===== src/rtl/core/sktl_ram.sv =====
`default_nettype none

module sktl_ram #(
	parameter int WIDTH = 8,
	parameter int DEPTH = 16
) (
	input  wire logic                     clk,
	input  wire logic                     we,
	input  wire logic                     re,
	input  wire logic [$clog2(DEPTH)-1:0] addr,
	input  wire logic [WIDTH-1:0]         wdata,
	output logic      [WIDTH-1:0]         rdata
);

	logic [WIDTH-1:0] mem_q [DEPTH];

	always_ff @(posedge clk) begin
		if (we) begin
			mem_q[addr] <= wdata;
		end
		if (re) begin
			rdata <= mem_q[addr];
		end
	end

endmodule

`default_nettype wire


===== config.mk =====
export PLATFORM = sky130hd
export DESIGN_NAME = sktl_ram
export DESIGN_NICKNAME = d
export VERILOG_FILES = /design/src/rtl/core/sktl_ram.sv
export SDC_FILE = /design/constraint.sdc
export NUM_CORES = 1
export LEC_CHECK = 0
export BUFFER_PORTS_ARGS = -buffer_cell sky130_fd_sc_hd__buf_2
export CAP_MARGIN = 20
export CORE_ASPECT_RATIO = 1.25
export CORE_UTILIZATION = 38
export CTS_CLUSTER_SIZE = 30
export DETAILED_ROUTE_END_ITERATION = 7
export HOLD_SLACK_MARGIN = 0.1
export MAX_ROUTING_LAYER = met4
export SYNTH_ARGS = -nofsm -noshare
export SYNTH_HDL_FRONTEND = slang
export SYNTH_SLANG_ARGS = --single-unit

===== constraint.sdc =====
create_clock -name clk -period 5.9 [get_ports clk]
set_input_delay 1.77 -clock clk [delete_from_list [all_inputs] [get_ports clk]]
set_output_delay 1.77 -clock clk [all_outputs]
set_load 0.05 [all_outputs]

Word level (Yosys, flattened, before mapping)
Memories as Yosys holds them, arrays and structs flattened. A register that Yosys moved wholly into a read port is not among the register bits.
Cells that the tools add are included.
- register bits: 0
- memories kept: 1
- bits of input ports: 15
- RAM bits: 128
- ROM bits: 0
- bits in latches: 0
- div/mod/pow operators: 0
- eq/ne operators: 0
- $lt $le $gt $ge: 0
- muxes and demuxes: 2
- reduce and logical (&&, ||, !) cells: 0
- $mul: 0
- bitwise operators: 0
- shift operators: 0
- add/subtract/negate cells: 0
- memory list (name ; depth ; width ; read ports ; clocked after memory_dff ; write ports ; line ; source):
    mem_q ; 16 ; 8 ; 1 ; 1 ; 1 ; 15 ; logic [WIDTH-1:0] mem_q [DEPTH];
- operators by type and width (cell ; count):
    1-bit 2-to-1 mux ; 2

Logic depth before layout (Yosys ltp)
Gate-level depths: netlist of run 1.
- word-level depth: 2
- depth in mapped cells: 5

Least setup slack after synthesis of run 1
No wires, ideal clock.
- path type: input port to flip-flop
- start: in addr[2]
- end: mem mem_q[0][0] (enable)
- arrival: 2.880 ns
- buffers on the path: 0
- cell stages on the path: 2
- setup time: 0.383 ns
- required time: 5.517 ns
- path slack: 2.637 ns
- cells stage by stage: or3b_2 nor3_1
- RTL lines (element ; line ; source):
    start: declaration ; 10 ; input wire logic [$clog2(DEPTH)-1:0] addr,
    end: declaration ; 15 ;
Straight into the memory's write port.

==> results of run 1 <==
layout by cell type, fill, tap and decap left out, drive strengths merged:
cell      instances
buf              25
and2              1
nand3             1
nand2             9
clkinv            8
a22oi            16
nand3b            2
nor2             13
bufinv            2
edfxtp          136
nand2b            2
or3b              1
nor2b             2
nor3              4
clkinvlp          2
mux4             32
clkbuf           20
cells by family (layout without fill, tap and decap cells):
| family | Yosys count | after routing |
|---|---|---|
| multiplexers | 32 | 32 |
| AO/OA/AOI/OAI | 16 | 16 |
| buffers and inverters | 11 | 57 |
| AND/OR/NAND/NOR | 35 | 35 |
| flip-flops | 136 | 136 |
worst min-delay path, stage by stage (launching register included):
cell and delay (ps):
edfxtp_1 310, mux4_2 220, a22oi_1 60, nand2_1 60
through the flow:
step                utilization  worst slack [ps]  total power [mW]  area (µm²)  instances
floorplan                     -              2640              1.19        5150        230
CTS                       0.453              2240              2.19        5990        447
detailed placement        0.411              1800              1.23        5440        415
global route              0.453              2090              2.25        5990        447
global placement          0.411              1850              1.22        5440        415
finish                    0.453              2280              2.18        5990        447
synth_stat cells:
master | n | share of area
nand3b_1 | 2 | 0.0029
buf_6 | 2 | 0.0044
nor2_1 | 13 | 0.0095
a22oi_1 | 16 | 0.023
clkbuf_1 | 2 | 0.0015
nand2b_1 | 2 | 0.0024
nor3_1 | 4 | 0.0039
and2_1 | 1 | 0.0012
or3b_2 | 1 | 0.0017
nand3_1 | 1 | 0.00097
buf_2 | 2 | 0.0019
clkbuf_2 | 1 | 0.00097
mux4_2 | 32 | 0.14
nor2b_1 | 2 | 0.0024
edfxtp_1 | 136 | 0.79
nand2_1 | 9 | 0.0066
buf_1 | 4 | 0.0029
area by class of cell:
class | instances | area [µm²]
fillers | 1109 | 7240
clock inverters | 12 | 109
well taps | 171 | 214
repair buffers | 25 | 133
clock buffers | 20 | 437
multi-input cells | 83 | 1010
flip-flops and latches | 136 | 4080
registers in the layout, summed over array words and instances, names as in the netlist:
name	cells
mem_q	128
rdata	8
worst max path at each step:
stage | to | slack, ps
final | rdata[1]$_DFFE_PP_ | 2280
after global routing | rdata[1]$_DFFE_PP_ | 2090
after CTS | rdata[1]$_DFFE_PP_ | 2240
after detailed placement | rdata[1]$_DFFE_PP_ | 1800
after global placement | rdata[1]$_DFFE_PP_ | 1850
after floorplan | mem_q[0][0]$_DFFE_PP_ | 2640
where the power goes:
group | switching (mW) | total, mW | leakage, nW | internal (mW)
combinational | 0.0717 | 0.110 | 0.414 | 0.0383
clock | 0.364 | 0.975 | 0.261 | 0.611
sequential | 0.00539 | 1.09 | 1.24 | 1.09
metal layers:
metal	vias to the layer above	routed length, µm	GRT usage
met5	-	0	-
met3	9	371	0.0425
li1	1034	-	-
met2	65	4900	0.244
met1	1228	3990	0.185
met4	0	171	0.0741
==> impl_metrics.csv, run 1 <==
group,metric,value,unit
sta,fin_skew,8.20,ps
setup_path,max_stage_delay,650,ps
setup_path,cp_max_fo,27,
cts,cts_setup_buffers,0,
cts,cts_sinks,136,
route,viasPerCell,5.23,
run_status,status,"finished clean",
floorplan,dieArea,14000,µm²
logic_synthesis,synthMuxAreaShare,0.140,
logic_synthesis,synth_compound_area_frac,0.0233,
setup_path,worstRegToRegCells,3,
floorplan,ioPinCount,23,
global_routing,grt_antenna_before_repair,0,
setup_path,crit_type,"in2reg",
logic_synthesis,ys_warn_count,0,
logic_synthesis,synth-xor-area-share,0,
cts,cts_buffers,17,
floorplan,rows,47,
route,routed_wl,9440,µm
logic_synthesis,yosysSeqAreaShare,0.793,
logic_synthesis,synth_area,5150,µm²
power,powerDensity,364,nW/µm²
global_routing,overflow,0,
setup_path,rr_endpoint,"rdata[7]$_DFFE_PP_",
setup_path,crit_cells,5,
route,wl_per_cell,21.1,µm
logic_synthesis,ys_ff_latch,136,
setup_path,crit_chain,"buf_2 -> buf_4 -> mux4_2 -> a22oi_1 -> nand2_1",
layout,diodes,0,
sta,hold_viol,0,
placed_design,dp_hpwl,6170,µm
sta,min_period_over_period,0.614,
min_path,min_path_cells,3,
layout,nets,278,
sta,final.setup.tns,0,ps
cts,cts_tree,"yes",
sta,worstMarginPinSlew,984,ps
route,ant_nets,0,
placed_design,io_buffers,22,
logic_synthesis,synth_nets,245,
cts,clk_latency,410,ps
logic_synthesis,synthAdderAreaFrac,0,
floorplan,die_w,106,µm
route,remaining_drc_errors,0,
setup_path,worstSetupStartpointType,"input port",
min_path,hold_path_end,"rdata[1]$_DFFE_PP_",
layout,syn_to_final_growth,16.4,%
cts,root_buffer,"clkbuf_16",
setup_path,cp-end-kind,"register",
cts,clk_path_buf_depth,2,
route,first_iter_violations,268,
logic_synthesis,synthCells,230,
floorplan,core-area,13200,µm²
setup_path,arrival,3780,ps
sta,slew_headroom,0.341,
job,cap_violations,0,
logic_synthesis,yosys.area_share.simple,0.0316,
placed_design,gp_congestion,0.777,
setup_path,cp_num_buf_inv,2,
cts,cts_hold_buf,0,
power,leakage,1.91,nW
logic_synthesis,avgSynthCellArea,22.4,µm²
min_path,hold_class,"reg2reg",
cts,cts_resized,0,
setup_path,r2r-start,"mem_q[2][7]$_DFFE_PP_",
global_routing,grt_max_degree,40,
global_routing,grt.total_usage,0.155,
route,firstDrtPassIters,4,
global_routing,grt_pass1_wl,14700,µm
sta,rsz0062_at_grt,"false",
cts,htreeDepth,4,
setup_path,startpoint,"addr[0]",
sta,min_period,3620,ps
sta,setup_viol,0,
global_routing,grt_pass1_vias,2496,
logic_synthesis,ys_types,17,
sta,fmax,276,MHz
sta,hold_slack,755,ps
setup_path,crit_slowest_cell,"buf_2",
setup_path,critical_path.top_delay_family,"buffers and inverters",
route,via_count,2336,
layout,drive_gt1_frac,0.304,
setup_path,crit_required,6050,ps
min_path,min_from,"mem_q[12][1]$_DFFE_PP_",
setup_path,r2r_slack,4390,ps
floorplan,start_util,0.389,
floorplan,die_h,132,µm
power,ir_drop,0.210,mV
cts,clkTransAtPathRegs,50,ps
logic_synthesis,synth_top_family_by_area,"multiplexers",
sta,drv_slew,0,
(Power assumes the default switching activity.)
==> run 2: changes to the inputs <==
==> constraint.sdc (replaced) <==
create_clock -name clk -period 2.9 [get_ports clk]
set_input_delay 0.87 -clock clk [delete_from_list [all_inputs] [get_ports clk]]
set_output_delay 0.87 -clock clk [all_outputs]
set_load 0.05 [all_outputs]
==> impl_metrics.csv, run 2 (synthesis results as in run 1) <==
group,metric,value,unit
floorplan,core-area,13200,µm²
layout,diodes,0,
cts,htreeDepth,4,
cts,cts_buffers,17,
power,powerDensity,749,nW/µm²
setup_path,worstSetupStartpointType,"input port",
layout,largest_reg_flops,128,
route,ant_nets,0,
route,routed_wl,9480,µm
route,first_iter_violations,156,
min_path,hold_class,"reg2reg",
cts,cts_hold_buf,0,
setup_path,crit_chain,"buf_2 -> buf_12 -> mux4_2 -> a22oi_1 -> nand2_1",
global_routing,grt_antenna_before_repair,0,
route,remaining_drc_errors,0,
floorplan,start_util,0.389,
sta,fmax,485,MHz
sta,worst_slack,838,ps
setup_path,arrival,2210,ps
run_status,status,"finished clean",
floorplan,die_h,132,µm
sta,setup_viol,0,
power,power.share.switching,0.197,
sta,rsz0062_at_grt,"false",
layout,mostFrequentLayoutCells,"edfxtp_1, mux4_2, buf_2",
sta,fin_skew,7.84,ps
cts,root_buffer,"clkbuf_16",
cts,cts_resized,0,
layout,drive_gt1_frac,0.353,
layout,syn_to_final_growth,20.2,%
cts,clk_latency,410,ps
power,power_frac_clock,0.470,
layout,multi_input_area,1000,µm²
power,leakage,2.03,nW
global_routing,grt_pass1_vias,2600,
setup_path,crit_type,"in2reg",
route,via_count,2369,
cts,clk_path_buf_depth,2,
layout,num-fill-cells,1103,
layout,final_common_cell,"edfxtp_1",
setup_path,crit_required,3050,ps
layout,nets,294,
placed_design,pre_cts_ws,417,ps
route,viasPerCell,5.12,
sta,final.setup.tns,0,ps
sta,slew_headroom,0.598,
global_routing,overflow,0,
job,cap_violations,0,
setup_path,critical_path.top_delay_family,"buffers and inverters",
floorplan,rows,47,
global_routing,grt.total_usage,0.155,
cts,clkTransAtPathRegs,50,ps
floorplan,ioPinCount,23,
route,firstDrtPassIters,4,
route,wl_per_cell,20.5,µm
cts,cts_sinks,136,
setup_path,max_stage_delay,400,ps
power,p_switching,914,µW
placed_design,gp_congestion,0.711,
setup_path,cp_num_buf_inv,2,
power,comb_power_share,0.050,
setup_path,cp-end-kind,"register",
layout,top_regs,"mem_q x128, rdata x8",
layout,ff_latch_area,4080,µm²
sta,hold_viol,0,
floorplan,die_w,106,µm
layout,utilization,0.468,
cts,cts_setup_buffers,0,
power,ir_drop,0.399,mV
setup_path,crit_slowest_cell,"buf_2",
power,internal-power,3.72,mW
placed_design,io_buffers,22,
cts,cts_tree,"yes",
global_routing,grt_pass1_wl,15000,µm
power,seq_power_share,0.480,
layout,top_register,"mem_q",
sta,min_period_over_period,0.711,
sta,drv_slew,0,
placed_design,dp_hpwl,6270,µm
global_routing,grt_max_degree,40,
sta,min_period,2060,ps
floorplan,dieArea,14000,µm²
setup_path,cp_max_fo,21,
sta,worstMarginPinSlew,602,ps
[run 2: cell count changes in the layout (fill, tap and decap cells not counted), sizes merged]
| cell | previous run | this run |
|---|---|---|
| clkinvlp | 2 | 5 |
| bufinv | 2 | 4 |
| clkinv | 8 | 6 |
| clkbuf | 20 | 17 |
| buf | 25 | 41 |
[run 2: cell type report]
class                   instances  share of cell area
multi-input cells              83               0.162
well taps                     171              0.0346
clock inverters                15              0.0297
clock buffers                  17              0.0687
repair buffers                 41              0.0449
flip-flops and latches        136               0.660
[run 2: layer usage]
metal | share of wire | vias up | track usage
li1 | - | 1070 | -
met1 | 0.41 | 1233 | 0.182
met2 | 0.55 | 58 | 0.260
met3 | 0.031 | 8 | 0.0326
met4 | 0.013 | 0 | 0.0579
met5 | 0 | - | -
[run 2: path summary, 6_finish.rpt]
| kind | startpoint | endpoint | slack (ps) | cells after the start |
|---|---|---|---|---|
| min | mem_q[15][3]$_DFFE_PP_ | rdata[3]$_DFFE_PP_ | 760 | 3 |
| max reg2reg | mem_q[0][7]$_DFFE_PP_ | rdata[7]$_DFFE_PP_ | 1440 | 3 |
| max | addr[1] | rdata[7]$_DFFE_PP_ | 840 | 5 |
| min reg2reg | mem_q[15][3]$_DFFE_PP_ | rdata[3]$_DFFE_PP_ | 760 | 3 |
[run 2: per-stage QoR]
| step | hold slack [ps] | power (mW) | cells | cell area, µm² |
|---|---|---|---|---|
| finish | 757 | 4.64 | 463 | 6190 |
| CTS | 755 | 4.67 | 463 | 6190 |
| global placement | 731 | 2.50 | 431 | 5580 |
| global route | 787 | 4.78 | 463 | 6190 |
| detailed placement | 741 | 2.50 | 431 | 5580 |
| floorplan | 710 | 2.41 | 230 | 5150 |
[run 2: power groups by stage]
stage	registers (mW)	clock network (mW)	logic, mW
after global placement	2.27	0	0.233
final	2.23	2.18	0.232
after floorplan	2.30	0	0.113
after CTS	2.23	2.21	0.236
after global routing	2.23	2.30	0.252
after detailed placement	2.27	0	0.237
[run 2: worst min-delay path, cell delays in order, from the launching register on]
cell      delay (ps)
edfxtp_1         310
mux4_2           220
a22oi_1           50
nand2_1           60
==> run 3: changes to the inputs <==
--- a/config.mk
+++ b/config.mk
@@ -5,6 +5,7 @@
 export SDC_FILE = /design/constraint.sdc
 export NUM_CORES = 1
 export LEC_CHECK = 0
+export ABC_AREA = 1
 export BUFFER_PORTS_ARGS = -buffer_cell sky130_fd_sc_hd__buf_2
 export CAP_MARGIN = 20
 export CORE_ASPECT_RATIO = 1.25
==> constraint.sdc (replaced) <==
create_clock -name clk -period 1.7 [get_ports clk]
set_input_delay 0.51 -clock clk [delete_from_list [all_inputs] [get_ports clk]]
set_output_delay 0.51 -clock clk [all_outputs]
set_load 0.05 [all_outputs]
==> impl_metrics.csv, run 3 <==
group,metric,value,unit
route,via_count,3746,
global_routing,grt_max_degree,35,
logic_synthesis,synth_area_leaders,"edfxtp_1, nand2_1, inv_1, nor2_1, buf_2",
route,ant_nets,0,
sta,min_period_over_period,0.911,
sta,min_period,1550,ps
floorplan,ioPinCount,23,
cts,cts_hold_buf,0,
power,finalPower,7.96,mW
global_routing,overflow,0,
placed_design,placed_cell_area,6330,µm²
placed_design,placed_cells,764,
cts,clkTransAtPathRegs,60,ps
logic_synthesis,yosysSeqAreaShare,0.720,
layout,multi_input_area,1420,µm²
floorplan,dieArea,15400,µm²
layout,top_regs,"mem_q x128, rdata x8",
sta,hold_viol,0,
route,wl_per_cell,16.1,µm
cts,root_buffer,"clkbuf_16",
setup_path,arrival,1040,ps
setup_path,cp_num_buf_inv,1,
layout,syn_to_final_growth,21.9,%
layout,num-fill-cells,1347,
logic_synthesis,async_flop_share,0,
cts,htreeDepth,4,
sta,rsz0062_at_grt,"false",
global_routing,grt_antenna_before_repair,0,
floorplan,die_w,111,µm
logic_synthesis,yosysTopAreaCell,"edfxtp_1",
setup_path,worstSetupStartpointType,"register",
power,powerDensity,1150,nW/µm²
layout,nets,620,
floorplan,start_util,0.392,
logic_synthesis,yosysTopAreaCellShare,0.720,
layout,final_common_cell,"nand2_1",
min_path,hold_class,"in2reg",
layout,mostFrequentLayoutCells,"nand2_1, edfxtp_1, buf_4",
setup_path,crit_type,"reg2out",
setup_path,critical_path.top_delay_family,"flip-flops",
logic_synthesis,synth_most_common_cell,"nand2_1",
logic_synthesis,synth_common_cells,"nand2_1, edfxtp_1, inv_1, nor2_1, buf_2",
setup_path,cp_max_fo,1,
floorplan,rows,49,
cts,clk_path_buf_depth,2,
logic_synthesis,avgSynthCellArea,10.4,µm²
floorplan,die_h,139,µm
cts,cts_buffers,17,
logic_synthesis,ys_warn_count,0,
setup_path,crit_slowest_cell,"edfxtp_1",
setup_path,crit_required,1190,ps
global_routing,grt_pass1_wl,20500,µm
layout,top_register,"mem_q",
cts,cts_tree,"yes",
layout,ff_latch_area,4080,µm²
route,firstDrtPassIters,6,
cts,cts_sinks,136,
logic_synthesis,synthCells,548,
setup_path,max_stage_delay,350,ps
job,cap_violations,0,
global_routing,grt.total_usage,0.187,
layout,finalNonFillerCells,795,
run_status,status,"complete, but fails checks",
layout,drive_gt1_frac,0.162,
global_routing,grt_pass1_vias,3895,
setup_path,crit_chain,"buf_2",
sta,worstMarginPinSlew,439,ps
sta,setup_viol,0,
logic_synthesis,synthFlopType,"edfxtp_1",
route,viasPerCell,4.71,
logic_synthesis,synth_area,5670,µm²
route,remaining_drc_errors,4,
logic_synthesis,synth_edf_count,136,
placed_design,io_buffers,22,
power,leakage,2.95,nW
power,ir_drop,0.505,mV
cts,cts_resized,0,
setup_path,cp-end-kind,"output port",
placed_design,gp_congestion,0.821,
logic_synthesis,ys_ff_latch,136,
route,first_iter_violations,191,
logic_synthesis,ys_types,10,
sta,fin_skew,7.44,ps
placed_design,dp_hpwl,8350,µm
layout,diodes,0,
sta,fmax,646,MHz
run_status,violations,"design-rule violations",
layout,largest_reg_flops,128,
logic_synthesis,synth_nets,563,
route,routed_wl,12800,µm
sta,drv_slew,0,
sta,slew_headroom,0.707,
layout,fin_area,6920,µm²
cts,cts_setup_buffers,0,
floorplan,core-area,14500,µm²
cts,clk_latency,410,ps
==> run 3: changes by cell type after synthesis, moves of 2 or more <==
cell	previous run	this run
inv_1	0	21
mux4_2	32	0
buf_4	0	6
buf_1	4	0
nor3_1	4	0
nand2b_1	2	0
nand3b_1	2	0
a22oi_1	16	0
nor2b_1	2	0
nor2_1	13	18
buf_6	2	0
buf_2	2	12
nand3_1	1	4
nand2_1	9	346
==> run 3: area by class of cell <==
cell class,instances,share of cell area
multi-input cells,368,0.205
inverters,23,0.0125
well taps,178,0.0322
clock buffers,17,0.0615
clock inverters,14,0.0228
flip-flops and latches,136,0.590
repair buffers,59,0.0760
==> run 3: stage by stage <==
step	worst slack, ps	setup TNS, ps	hold WS, ps	util
floorplan	-119	-12010	609	-
global placement	-48.4	-1420	775	0.438
detailed placement	-53.6	-2000	772	0.438
CTS	124	0	438	0.478
global route	106	0	442	0.478
finish	151	0	454	0.478
==> run 3: cells by family after synthesis <==
kind of cell	share of synthesized area
buffers and inverters	0.0357
AND/OR/NAND/NOR	0.244
flip-flops	0.720
==> run 3: layer usage <==
metal  part of all wire  wire length (µm)  GRT usage  vias up
met5                  0                 0          -        -
met4              0.021               274     0.0825        0
met3              0.043               555     0.0380       22
met2               0.52              6690      0.310       96
met1               0.41              5240      0.220     1751
li1                   -                 -          -     1877
==> run 3: final timing paths <==
kind,start,to,slack [ps],cells past startpoint
min,re,rdata[1]$_DFFE_PP_,450,1
max,rdata[7]$_DFFE_PP_,rdata[7],150,1
min reg2reg,mem_q[8][2]$_DFFE_PP_,rdata[2]$_DFFE_PP_,770,8
max reg2reg,mem_q[0][4]$_DFFE_PP_,rdata[4]$_DFFE_PP_,550,8
==> run 3: where the power goes <==
group	switching [mW]	internal, mW
Sequential	0.0192	3.78
Combinational	0.394	0.168
Clock	1.32	2.28
Total	1.73	6.23
